## src/hdl/tccw_pkg.sv

```systemverilog
package tccw_pkg;

   localparam int unsigned DEF_COLUMNS = 80;
   localparam int unsigned DEF_ROWS    = 25;

   localparam logic [1:0] MODE_PUT  = 2'd0;
   localparam logic [1:0] MODE_READ = 2'd1;
   localparam logic [1:0] MODE_MOVE = 2'd2;

   localparam logic [7:0] CH_NEWLINE   = 8'd10;
   localparam logic [7:0] CH_BACKSPACE = 8'd8;
   localparam logic [7:0] CH_BLANK     = 8'd0;

   localparam logic CSR_FG_COLOR = 1'b0;
   localparam logic CSR_BG_COLOR = 1'b1;

   localparam logic [3:0] FG_RESET = 4'd15;
   localparam logic [3:0] BG_RESET = 4'd0;

   typedef struct packed {
      logic [1:0]  mode;
      logic [7:0]  char_code;
      logic [10:0] read_index;
      logic [7:0]  new_row;
      logic [7:0]  new_col;
   } req_type;

   typedef struct packed {
      logic [15:0] cell_word;
      logic [4:0]  pos_row;
      logic [6:0]  pos_col;
      logic        screen_cleared;
   } rsp_type;

   typedef struct packed {
      logic        start;
      logic [15:0] fill_word;
   } clear_cmd_type;

   typedef struct packed {
      logic        wr_en;
      logic [15:0] word;
      logic        cleared;
   } step_type;

   function automatic logic [15:0] make_cell(input logic [3:0] bg, input logic [3:0] fg,
                                             input logic [7:0] ch);
      make_cell = {bg, fg, ch};
   endfunction

endpackage

```

## src/hdl/tccw_cursor.sv

```systemverilog
module tccw_cursor #(
   parameter int unsigned COLUMNS = 80,
   parameter int unsigned ROWS    = 25,
   parameter int unsigned ROW_W   = 5,
   parameter int unsigned COL_W   = 7,
   parameter int unsigned ADDR_W  = 11
) (
   input  logic                   clock,
   input  logic                   reset,
   input  logic                   step_en,
   input  tccw_pkg::req_type      req,
   input  logic [3:0]             fg_color,
   input  logic [3:0]             bg_color,
   output logic [ROW_W-1:0]       row_cur,
   output logic [COL_W-1:0]       col_cur,
   output logic [ROW_W-1:0]       row_next,
   output logic [COL_W-1:0]       col_next,
   output logic [ADDR_W-1:0]      wr_addr,
   output tccw_pkg::step_type     step
);
   import tccw_pkg::*;

   logic [ROW_W-1:0] row_ff, row_in;
   logic [COL_W-1:0] col_ff, col_in;
   logic [ROW_W:0]   row_tmp;
   logic [ROW_W:0]   row_inc;
   logic [COL_W:0]   col_inc;
   logic [COL_W-1:0] col_sel;
   logic [31:0]      addr_full;

   assign row_inc = (ROW_W + 1)'(row_ff) + 1'b1;
   assign col_inc = (COL_W + 1)'(col_ff) + 1'b1;

   always_comb begin
      row_tmp      = (ROW_W + 1)'(row_ff);
      col_in       = col_ff;
      col_sel      = col_ff;
      step.wr_en   = 1'b0;
      step.word    = '0;
      step.cleared = 1'b0;
      case (req.mode)
         MODE_PUT: begin
            if (req.char_code == CH_NEWLINE) begin
               row_tmp = row_inc;
               col_in  = '0;
            end else if (req.char_code == CH_BACKSPACE) begin
               if (col_ff != '0) begin
                  col_in     = col_ff - 1'b1;
                  col_sel    = col_ff - 1'b1;
                  step.wr_en = 1'b1;
                  step.word  = make_cell(bg_color, fg_color, CH_BLANK);
               end else if (row_ff != '0) begin
                  // back to the end of the row above, nothing erased
                  row_tmp = (ROW_W + 1)'(row_ff) - 1'b1;
                  col_in  = COL_W'(COLUMNS - 1);
               end
            end else begin
               step.wr_en = 1'b1;
               step.word  = make_cell(bg_color, fg_color, req.char_code);
               if (32'(col_inc) >= COLUMNS) begin
                  col_in  = '0;
                  row_tmp = row_inc;
               end else begin
                  col_in = col_inc[COL_W-1:0];
               end
            end
            if (32'(row_tmp) >= ROWS) begin
               row_tmp      = '0;
               step.cleared = 1'b1;
            end
         end
         MODE_MOVE: begin
            row_tmp = (32'(req.new_row) > ROWS - 1) ? (ROW_W + 1)'(ROWS - 1)
                                                    : (ROW_W + 1)'(req.new_row);
            col_in  = (32'(req.new_col) > COLUMNS - 1) ? COL_W'(COLUMNS - 1)
                                                       : COL_W'(req.new_col);
         end
         default: begin
         end
      endcase
      row_in = row_tmp[ROW_W-1:0];
   end

   assign addr_full = 32'(row_ff) * 32'(COLUMNS) + 32'(col_sel);
   assign wr_addr   = addr_full[ADDR_W-1:0];

   always_ff @(posedge clock) begin
      if (reset) begin
         row_ff <= '0;
         col_ff <= '0;
      end else if (step_en) begin
         row_ff <= row_in;
         col_ff <= col_in;
      end
   end

   assign row_cur  = row_ff;
   assign col_cur  = col_ff;
   assign row_next = row_in;
   assign col_next = col_in;

endmodule

```

## config.mk

```make
export PLATFORM = sky130hd
export DESIGN_NAME = tccw_cursor
export DESIGN_NICKNAME = d
export VERILOG_FILES = /design/src/hdl/tccw_pkg.sv /design/src/hdl/tccw_cursor.sv
export SDC_FILE = /design/constraint.sdc
export NUM_CORES = 1
export LEC_CHECK = 0
export BUFFER_PORTS_ARGS = -buffer_cell sky130_fd_sc_hd__buf_2
export CORE_MARGIN = 3
export CORE_UTILIZATION = 45
export DETAILED_ROUTE_END_ITERATION = 16
export PLACE_DENSITY_LB_ADDON = 0.25
export RECOVER_POWER = 100
export SYNTH_ARGS = -nofsm -noshare
export SYNTH_HDL_FRONTEND = slang
export SYNTH_SLANG_ARGS = --single-unit
```

## constraint.sdc

```tcl
create_clock -name clock -period 7.8 [get_ports clock]
set_input_delay 2.34 -clock clock [delete_from_list [all_inputs] [get_ports clock]]
set_output_delay 2.34 -clock clock [all_outputs]
set_load 0.03 [all_outputs]
```

======== After elaboration in Yosys (flattened, before gate mapping) ========
Index checks and enable logic that the tools add are counted.
storage, ports and cells
  logic and storage cells ................. 43
  register bits ........................... 12
  memory bits (writable) .................. 0
  bits in latches ......................... 0
  bits in read-only memories .............. 0
  memories kept ........................... 0
  output and inout bits ................... 53
  input port bits ......................... 48
cells by class
  shift-type cells ........................ 0
  div/mod/pow operators ................... 0
  muxes and demuxes ....................... 25
  eq/ne operators ......................... 3
  reduce and logical (&&, ||, !) cells .... 3
  $lt $le $gt $ge ......................... 4
  add/subtract/negate cells ............... 5
  bitwise gates (word level) .............. 0
  multiply operators ...................... 1
operators with widths
  operator                                              count
  2-to-1 mux 7 bit                                      10
  2-to-1 mux 17 bit                                     3
  2-to-1 mux 6 bit                                      6
  2-to-1 mux 18 bit                                     1
  equality test 8 x 4 -> 1 bit (second input constant)  2
  case mux 7 bit (2 select lines)                       1
  adder 11 x 7 -> 11 bit                                1
  2-to-1 mux 5 bit                                      2
  case mux 5 bit (2 select lines)                       1
  adder 7 x 1 -> 8 bit (second input constant)          1
  >= comparator 8 x 7 -> 1 bit (second input constant)  1
  > comparator 8 x 5 -> 1 bit (second input constant)   1
  > comparator 8 x 7 -> 1 bit (second input constant)   1
  multiplier 5 x 3 -> 7 bit (second input constant)     1
  nonzero test 7 bit                                    1
  subtractor 7 x 1 -> 7 bit (second input constant)     1
  adder 5 x 1 -> 6 bit (second input constant)          1
  >= comparator 6 x 5 -> 1 bit (second input constant)  1
  subtractor 5 x 1 -> 6 bit (second input constant)     1
  nonzero test 5 bit                                    1
  equality test 2 bit (second input constant)           1
  zero test 2 bit                                       1
  2-to-1 mux 1 bit                                      1

======== Longest topological paths before layout ========
Gate-level depths: netlist of run 1.
  depth in word-level cells ............... 9
  mapped depth ............................ 14
  depth with buffers taken out ............ 13

======== Worst setup path after synthesis of run 1 ========
No wires, ideal clock.
  path type ............................... input-to-output
  start point ............................. input req[31] (netlist name)
  end point ............................... output wr_addr[10]
  cell stages on the path ................. 13
  required time ........................... 5,460 ps
  arrival time ............................ 5,375 ps
  buffers on the path ..................... 1
  slack ................................... 85 ps
  cell sequence ........................... or4_4 nor2_1 clkbuf_1 nand2_1 o21ai_0 o31ai_1 ha_1 fa_1 a21o_1 nand2_1 nor3_1 xor2_1 xnor2_1
on the way
  longest elaborated chain between the ends .. 5
  elaborated cells on any way between the ends .. 6
  classes of those cells .................. add/sub: 1; eq/ne: 2; mux: 3
ends and longest elaborated chain
  element                       line               RTL
  from (decl)                   tccw_cursor.sv:11  input tccw_pkg::req_type req,
  equality test 8 x 4 -> 1 bit  tccw_cursor.sv:46  end else if (req.char_code == CH_BACKSPACE) begin
  2-to-1 mux 7 bit              tccw_cursor.sv:46
  2-to-1 mux 7 bit (*)          tccw_cursor.sv:43  if (req.char_code == CH_NEWLINE) begin
  2-to-1 mux 7 bit (*)          tccw_cursor.sv:41  case (req.mode)
  adder 11 x 7 -> 11 bit (*)    tccw_cursor.sv:84  assign addr_full = 32'(row_ff) * 32'(COLUMNS) + 32'(col_sel);
  to (decl)                     tccw_cursor.sv:18  output logic [ADDR_W-1:0] wr_addr,
Mark *: on every way between the ends. The rest lies on a longest branch, timed or not.

======== Worst setup path in the final report of run 1 ========
  start point ............................. input req[31] (netlist name)
  end point ............................... output row_next[3]
on the way
  longest elaborated chain between the ends .. 7
  elaborated cells on any way between the ends .. 8
  classes of those cells .................. order compare: 1; eq/ne: 2; mux: 5
ends and longest elaborated chain
  element                              line               RTL
  equality test 8 x 4 -> 1 bit         tccw_cursor.sv:46
  2-to-1 mux 6 bit                     tccw_cursor.sv:46
  2-to-1 mux 6 bit (*)                 tccw_cursor.sv:43
  2-to-1 mux 6 bit (*)                 tccw_cursor.sv:41
  >= comparator 6 x 5 -> 1 bit         tccw_cursor.sv:67  if (32'(row_tmp) >= ROWS) begin
  2-to-1 mux 5 bit (*)                 tccw_cursor.sv:67
  case mux 5 bit (2 select lines) (*)  tccw_cursor.sv:41
  to (decl)                            tccw_cursor.sv:16  output logic [ROW_W-1:0] row_next,
Mark *: on every way between the ends. The rest lies on a longest branch, timed or not. The select of a mux whose other input is x is not followed.

==> results.json, run 1 <==
{
  "status": "finished, final reports clean",
  "hold_violations": 0,
  "end_kind": "output port",
  "async_reset_ff_share_pct": 0,
  "cap_violations": 0,
  "dr_wl_met3_um": 535,
  "synth_cells": 282,
  "num_vias": 2451,
  "grt-ovfl-total": 0,
  "place_congestion": 0.8644,
  "p_leak_uw": 0.001045,
  "core-area_mm2": 0.004144,
  "start_util_pct": 48.28,
  "drive_gt1_share_pct": 17.50,
  "io_pins": 101,
  "synth-edff-count": 0,
  "ant_nets": 0,
  "synth.avg_cell_area_um2": 7.095,
  "ir_worst_vdd_mv": 0.1196,
  "cts_tree": "yes",
  "final.min_clock_period_ns": 7.477,
  "grt_pass1_vias": 2131,
  "reg2reg_from": "col_cur[0]",
  "die_w_um": 72.68,
  "dp_slack_ns": 0.2188,
  "skew_ns": 0.003118,
  "met1_length_um": 2583,
  "path_clk_slew_ns": 0.06,
  "relSlewSlack_pct": 40.19,
  "cts_max_path_buffers": 2,
  "first_iter_violations": 165,
  "synth_flop_cell": "dfxtp_1",
  "via_per_inst": 5.978,
  "crit_required_ns": 5.46,
  "synth_top_cell_area_share_pct": 12.01,
  "numClockSinks": 12,
  "yosysWarnings": 0,
  "hold_path_class": "register to register",
  "fp.dieH_um": 72.68,
  "io_buffer_count": 89,
  "grt_max_degree": 23,
  "grt_use_total_pct": 22.22,
  "finalSetupViolCount": 0,
  "rsz0062_at_grt": "false",
  "final_net_count": 424,
  "drt_first_pass_iters": 4,
  "ys_top_cells_by_area": "dfxtp_1 (12%), ha_1 (8.1%), o21ai_0 (5.3%)",
  "worstPathMaxFanout": 10,
  "antenna_found_initial": 0,
  "synth_cell_types": 66,
  "worst_setup_path_start_kind": "primary input",
  "clock_latency_ns": 0.25,
  "top_layer": "met4",
  "worst_slew_pin_slew_ns": 0.8972,
  "whs_ns": 0.6654,
  "ys_seq_area_share_pct": 12.01,
  "rows": 23,
  "holdCritStartpoint": "col_cur[6]",
  "synthToLayoutAreaGrowth_pct": 21.51,
  "wl_per_cell_um": 15.04,
  "ctsRootBufferMaster": "clkbuf_8",
  "yosysTopAreaCell": "dfxtp_1",
  "setup_tns_ns": 0,
  "numCtsBuffers": 3,
  "post-synth-top-count-cell": "nor2_1",
  "die_area_mm2": 0.005282,
  "fin_util_pct": 58.67,
  "setup_ws_ns": 0.3230,
  "fmax_mhz": 133.7,
  "n_antenna_cell": 0,
  "power.density_mw_per_mm2": 118.3,
  "post-route-drc-count": 0,
  "synth_common_cells": "nor2_1 (27), nand2_1 (22), o21ai_0 (21)",
  "htree_num_levels": 1,
  "routed_wl_um": 6167,
  "syn_area_mm2": 0.002001,
  "critical_path_class": "primary input to output port",
  "finalCritPeriodShare_pct": 95.86,
  "grt_pass1_wl_um": 9729,
  "worstSetupStartpoint": "req[31]",
  "met2_length_um": 2979,
  "synth_seq_cells": 12,
  "cp.arrival_ns": 5.14,
  "slew_violations": 0,
  "hpwl_um": 4787,
  "syn_nets": 345
}
[worst max-delay path: stages]
cell,delay [ns]
buf_2,0.10
or4_4,0.55
or4b_1,0.66
a32o_1,0.29
a221o_1,0.38
a31oi_1,0.28
o21ai_0,0.19
o211ai_1,0.12
clkbuf_2,0.24
[worst paths after layout]
check | endpoint | slack [ns] | cells after the start
worst min-delay path | col_cur[6] | 0.67 | 2
worst min register to register | col_cur[6] | 0.67 | 2
worst max register to register | row_cur[3] | 4.58 | 9
worst max-delay path | row_next[3] | 0.32 | 9
[cell families after synthesis]
group,count (synthesis),synth area share (%)
AOI/OAI and AO/OA,88,33.33
xor gates and xnor gates,11,4.815
adders and majority gates,15,10.13
buffers and inverters,32,6.504
DFF,12,12.01
muxes,2,1.251
and+or+nand+nor,122,31.96
[area by class of cell]
| type | instances | area, um2 |
|---|---|---|
| sequential | 12 | 240.2 |
| tap | 50 | 62.56 |
| fill | 427 | 1713 |
| clock buffer | 4 | 55.05 |
| timing repair buffer | 92 | 410.4 |
| multi-input combinational | 238 | 1610 |
| inverter | 14 | 52.55 |
[metrics by stage]
step	cells	total power, uW	cell area, um2
after CTS	410	291.1	2509
after floorplan	282	178.8	2001
after detailed placement	406	220.3	2454
final	410	287.5	2431
after global placement	406	217.7	2454
after global routing	410	303.0	2431
[per-layer routing]
layer | track usage [%] | up-vias
li1 | - | 1215
met1 | 29.08 | 1106
met2 | 37.47 | 123
met3 | 2.617 | 7
met4 | 7.787 | 0
met5 | 0 | -
[registers in the layout, indices dropped and copies added, names as in the netlist]
register  cells
col_cur       7
row_cur       5
[cell usage in the layout, fill, tap and decap left out, types with 3 or more instances in the layout]
cell type	count
o211ai_1	7
nand2_1	22
a311oi_1	5
a21o_1	3
nor3b_1	3
and2_0	4
ha_1	13
o21ai_0	22
inv_1	13
o31ai_1	3
nand2b_1	4
clkbuf_8	4
nand3_1	17
a22oi_1	3
o211a_1	3
a21oi_1	8
and2_1	9
o21a_1	4
buf_2	44
a221o_1	4
or3_1	4
a311o_1	4
nor3_1	9
dfxtp_1	12
xor2_1	4
nor2_1	26
a31oi_1	3
and3_1	3
clkbuf_1	44
xnor2_1	7
[where the power goes]
group / total, uW / internal (uW) / switching [uW] / leakage (uW)
logic: 137 / 44.7 / 92.0 / 0.000917
registers: 78.1 / 65.2 / 12.9 / 0.0000989
clock network: 72.8 / 44.8 / 27.9 / 0.0000288
total: 288 / 155 / 133 / 0.00104
[timing repair]
item	4_1_cts	5_1_grt
setup buffers	0	0
resized for setup	0	3
endpoints found under the setup margin	0	1
hold buffers	0	0
No activity file was read; power rests on OpenSTA's default activity.
==> inputs of run 2 (changes only) <==
==> constraint.sdc (replaced) <==
create_clock -name clock -period 7.1 [get_ports clock]
set_input_delay 2.13 -clock clock [delete_from_list [all_inputs] [get_ports clock]]
set_output_delay 2.13 -clock clock [all_outputs]
set_load 0.03 [all_outputs]
==> run 2 against run 1 <==
- register-to-register slack worse by 0.57 ns
- critical endpoint is now row_next[0]
- clock skew fell by 0.0015 ns
- combinational power is 14% higher
- critical path type unchanged
- die area stayed put
- power grew 11%
- setup slack worse by 0.22 ns
- largest cell class unchanged
- critical path depth unchanged
- highest routed layer unchanged
==> results.json, run 2 (synthesis gave the netlist of run 1 again) <==
{
  "clock_latency_ns": 0.24,
  "final_cells": 416,
  "n_fill_cell": 394,
  "post-route-drc-count": 0,
  "wl_per_cell_um": 14.40,
  "whs_path_depth": 2,
  "reg2reg_depth": 9,
  "slowest_delay_ns": 0.68,
  "grt_pass1_vias": 2197,
  "cp.arrival_ns": 4.87,
  "io_buffer_count": 89,
  "slowest_stage": "or4b_1",
  "crit_buf_inv": 2,
  "cp.depth": 9,
  "crit_required_ns": 4.97,
  "first_iter_violations": 166,
  "routed_wl_um": 5989,
  "grt_use_total_pct": 22.18,
  "hold_violations": 0,
  "worst_slew_pin_slew_ns": 0.6457,
  "start_util_pct": 48.28,
  "antenna_found_initial": 0,
  "htree_num_levels": 1,
  "rows": 23,
  "worst_setup_path_start_kind": "primary input",
  "fp.dieH_um": 72.68,
  "slew_violations": 0,
  "relSlewSlack_pct": 56.76,
  "fmax_mhz": 142.9,
  "finalCritPeriodShare_pct": 98.56,
  "ir_worst_vdd_mv": 0.1068,
  "skew_ns": 0.001663,
  "via_per_inst": 5.976,
  "finalPower_uw": 318.0,
  "cts_tree": "yes",
  "drt_first_pass_iters": 5,
  "ant_nets": 0,
  "ctsRootBufferMaster": "clkbuf_8",
  "setup_ws_ns": 0.1025,
  "core-area_mm2": 0.004144,
  "finalSetupViolCount": 0,
  "hpwl_um": 4729,
  "cap_violations": 0,
  "grt_max_degree": 22,
  "worstPathMaxFanout": 10,
  "numCtsBuffers": 3,
  "place_area_mm2": 0.002514,
  "final_net_count": 430,
  "cts_max_path_buffers": 2,
  "path_clk_slew_ns": 0.06,
  "grt_pass1_wl_um": 9722,
  "final_cell_mix": "buf_2 (66), nor2_1 (26), clkbuf_1 (24), nand2_1 (22), o21ai_0 (19)",
  "grt-ovfl-total": 0,
  "final_common_cell": "buf_2",
  "drive_gt1_share_pct": 26.78,
  "worstSetupStartpoint": "req[31]",
  "crit_top_cell": "buf_2",
  "hold_path_class": "register to register",
  "post_cts_buffers": 0,
  "io_pins": 101,
  "numClockSinks": 12,
  "crit_family": "simple AND/OR/NAND/NOR gates",
  "dp_slack_ns": 0.03207,
  "power.density_mw_per_mm2": 124.3,
  "die_area_mm2": 0.005282,
  "place_congestion": 0.8796,
  "holdCritStartpoint": "row_cur[2]",
  "final_area_mm2": 0.002559,
  "p_leak_uw": 0.001169,
  "critical_path_class": "primary input to output port",
  "num_vias": 2486,
  "final.min_clock_period_ns": 6.997,
  "die_w_um": 72.68,
  "path_cells": "buf_2 > or4_4 > or4b_1 > a311o_1 > mux2_4 > o21ba_1 > a22oi_2 > o21ai_1 > buf_2",
  "synthToLayoutAreaGrowth_pct": 27.89,
  "reg2reg_from": "col_cur[0]",
  "largest_reg_flops": 7,
  "dp.cells": 412,
  "end_kind": "output port",
  "status": "finished, final reports clean",
  "n_antenna_cell": 0
}
[run 2: metal layers]
metal	global-route usage [%]	vias up	share of wire, %
met5	0	-	0
met4	6.148	0	1.1
met3	1.515	8	8.7
met2	38.08	130	48
met1	29.81	1119	42
li1	-	1229	-
[run 2: layout make-up]
type | count | area, um2 | area share, %
Sequential cell | 12 | 240.2 | 9.389
Clock buffer | 4 | 55.05 | 2.152
Multi-Input combinational cell | 238 | 1668 | 65.18
Inverter | 14 | 52.55 | 2.054
Tap cell | 50 | 62.56 | 2.445
Timing Repair Buffer | 98 | 480.5 | 18.78
[run 2: power breakdown]
group	switching, uW	total (uW)	internal [uW]	leakage, uW
registers	14.4	86.1	71.7	0.0000989
logic	101	156	54.6	0.00104
clock network	26.9	76.0	49.1	0.0000288
total	143	318	175	0.00117
[run 2: through the flow]
step                      hold WS (ns)  setup TNS (ns)  utilization (%)
after floorplan                 0.6915        -0.02593                -
after global placement          0.6456               0            60.66
after detailed placement        0.6489               0            60.66
after CTS                       0.6634               0            61.99
after global routing            0.7083        -0.02241            61.75
final                           0.6685               0            61.75
[run 2: path summary, 6_finish.rpt]
check	to	slack, ns
worst max-delay path	row_next[0]	0.10
worst min-delay path	row_cur[2]	0.67
worst max register to register	row_cur[1]	4.01
worst min register to register	row_cur[2]	0.67
[run 2: worst reg2reg max path, stage by stage (launching register included)]
cell and delay (ns):
dfxtp_1 0.40, inv_1 0.18, ha_1 0.27, nor3b_1 0.50, nand2_1 0.30, o41ai_1 0.41
mux2_4 0.25, o21ba_1 0.23, o2111ai_1 0.20, a311oi_1 0.27
[run 2: what timing repair did]
item	CTS	global route
resized for setup	0	10
hold endpoints to repair	0	0
endpoints found under the setup margin	0	2
hold buffers	0	0
==> inputs of run 3 (changes only) <==
--- a/config.mk
+++ b/config.mk
@@ -10,7 +10,7 @@
 export CORE_UTILIZATION = 45
 export DETAILED_ROUTE_END_ITERATION = 16
 export PLACE_DENSITY_LB_ADDON = 0.25
-export RECOVER_POWER = 100
+export RECOVER_POWER = 25
 export SYNTH_ARGS = -nofsm -noshare
 export SYNTH_HDL_FRONTEND = slang
 export SYNTH_SLANG_ARGS = --single-unit
==> run 3 against run 2 <==
- sequential share of layout area is 0.073 points lower
- via count hardly changed
- core utilization is 0.48 points higher
- non-clock buffer count stayed put
- critical path depth stayed put
- combinational power hardly changed
- setup slack better by 0.017 ns
- critical path type unchanged
- critical endpoint unchanged
- largest cell class unchanged
- largest power group unchanged
==> results.json, run 3 (synthesis gave the netlist of run 1 again) <==
{
  "crit_required_ns": 4.97,
  "crit_top_cell": "buf_2",
  "status": "finished, final reports clean",
  "grt_max_degree": 22,
  "final_area_mm2": 0.002579,
  "slew_violations": 0,
  "io_pins": 101,
  "p_int_uw": 176.7,
  "numClockSinks": 12,
  "skew_ns": 0.001396,
  "switching_share_pct": 44.72,
  "hold_path_class": "register to register",
  "final_cell_mix": "buf_2 (76), nor2_1 (26), nand2_1 (22), o21ai_0 (19), nand3_1 (18)",
  "drt_first_pass_iters": 4,
  "path_cells": "buf_2 > or4_4 > or4b_1 > a311o_1 > mux2_4 > o21ba_2 > a22oi_2 > o21ai_1 > buf_2",
  "ant_nets": 0,
  "place_congestion": 0.8796,
  "setup_ws_ns": 0.1191,
  "clock_power_share_pct": 23.9,
  "ir_worst_vdd_mv": 0.1071,
  "routed_wl_um": 5960,
  "end_kind": "output port",
  "die_area_mm2": 0.005282,
  "finalSetupViolCount": 0,
  "p_comb_share_pct": 49.2,
  "cts_resized": 0,
  "grt_pass1_vias": 2197,
  "dp_slack_ns": 0.03207,
  "ctsRootBufferMaster": "clkbuf_8",
  "path_clk_slew_ns": 0.06,
  "num_vias": 2488,
  "cts_max_path_buffers": 2,
  "power.density_mw_per_mm2": 123.9,
  "n_antenna_cell": 0,
  "hold_violations": 0,
  "seqPwrFrac_pct": 27.0,
  "grt-ovfl-total": 0,
  "slowest_delay_ns": 0.67,
  "grt_pass1_wl_um": 9722,
  "grt_use_total_pct": 22.18,
  "fp.dieH_um": 72.68,
  "synthToLayoutAreaGrowth_pct": 28.89,
  "n_fill_cell": 384,
  "worst_setup_path_start_kind": "primary input",
  "final_common_cell": "buf_2",
  "critical_path_class": "primary input to output port",
  "start_util_pct": 48.28,
  "dp.cells": 412,
  "clock_latency_ns": 0.24,
  "power_switching_uw": 142.9,
  "final.min_clock_period_ns": 6.981,
  "core-area_mm2": 0.004144,
  "first_iter_violations": 163,
  "final_cells": 416,
  "final_net_count": 430,
  "die_w_um": 72.68,
  "cap_violations": 0,
  "cts_tree": "yes",
  "slowest_stage": "or4b_1",
  "drive_gt1_share_pct": 30.33,
  "p_leak_uw": 0.001213,
  "cp.arrival_ns": 4.85,
  "io_buffer_count": 89,
  "worstPathMaxFanout": 10,
  "fin_util_pct": 62.23,
  "wl_per_cell_um": 14.33,
  "antenna_found_initial": 0,
  "seq_area_um2": 240.2,
  "hpwl_um": 4729,
  "via_per_inst": 5.981,
  "htree_num_levels": 1,
  "multi_input_area_mm2": 0.001668,
  "post_cts_buffers": 0,
  "rows": 23,
  "post-route-drc-count": 0,
  "worst_slew_pin_slew_ns": 0.6357,
  "numCtsBuffers": 3,
  "largest_reg_flops": 7,
  "ctsHoldBuffers": 0,
  "place_area_mm2": 0.002514,
  "fmax_mhz": 143.2,
  "finalCritPeriodShare_pct": 98.32,
  "relSlewSlack_pct": 57.43
}
==> run 3: worst max-delay path, delay by kind of cell <==
| kind | cells | cell delay, ns |
|---|---|---|
| muxes | 1 | 0.33 |
| AOI/OAI and AO/OA | 4 | 0.87 |
| and+or+nand+nor | 2 | 1.23 |
| buffers and inverters | 2 | 0.28 |
==> run 3: per-layer routing <==
layer / GRT usage (%) / share of wire (%) / vias to the layer above
met2: 38.08 / 47 / 125
met4: 6.148 / 1.3 / 0
li1: - / - / 1231
met3: 1.515 / 8.0 / 11
met5: 0 / 0 / -
met1: 29.81 / 43 / 1121
==> run 3: through the flow <==
step	TNS (ns)	power, uW	hold slack, ns
2_1_floorplan	-0.02593	197.3	0.6915
3_3_place_gp	0	240.6	0.6456
3_5_place_dp	0	243.0	0.6489
4_1_cts	0	318.9	0.6634
5_1_grt	-0.02264	338.5	0.7083
6_report	0	319.6	0.6688
==> run 3: cell type report <==
type / count / area share (%)
Timing Repair Buffer: 98 / 19.41
Sequential cell: 12 / 9.316
Inverter: 14 / 2.038
Clock buffer: 4 / 2.135
Tap cell: 50 / 2.426
Multi-Input combinational cell: 238 / 64.68
==> run 3: final timing paths <==
| check | depth (start not counted) | end | startpoint | slack, ns |
|---|---|---|---|---|
| max | 9 | row_next[0] | req[31] | 0.12 |
| min | 2 | row_cur[2] | row_cur[2] | 0.67 |
| max reg2reg | 9 | row_cur[1] | col_cur[0] | 4.06 |
| min reg2reg | 2 | row_cur[2] | row_cur[2] | 0.67 |
==> run 3: power by group through the flow <==
stage          registers (uW)  logic, uW  clock network (uW)
2_1_floorplan            86.2        111                   0
3_3_place_gp             86.7        154                   0
3_5_place_dp             87.1        156                   0
4_1_cts                  85.5        157                76.6
5_1_grt                  87.8        171                79.5
6_report                 86.2        157                76.3
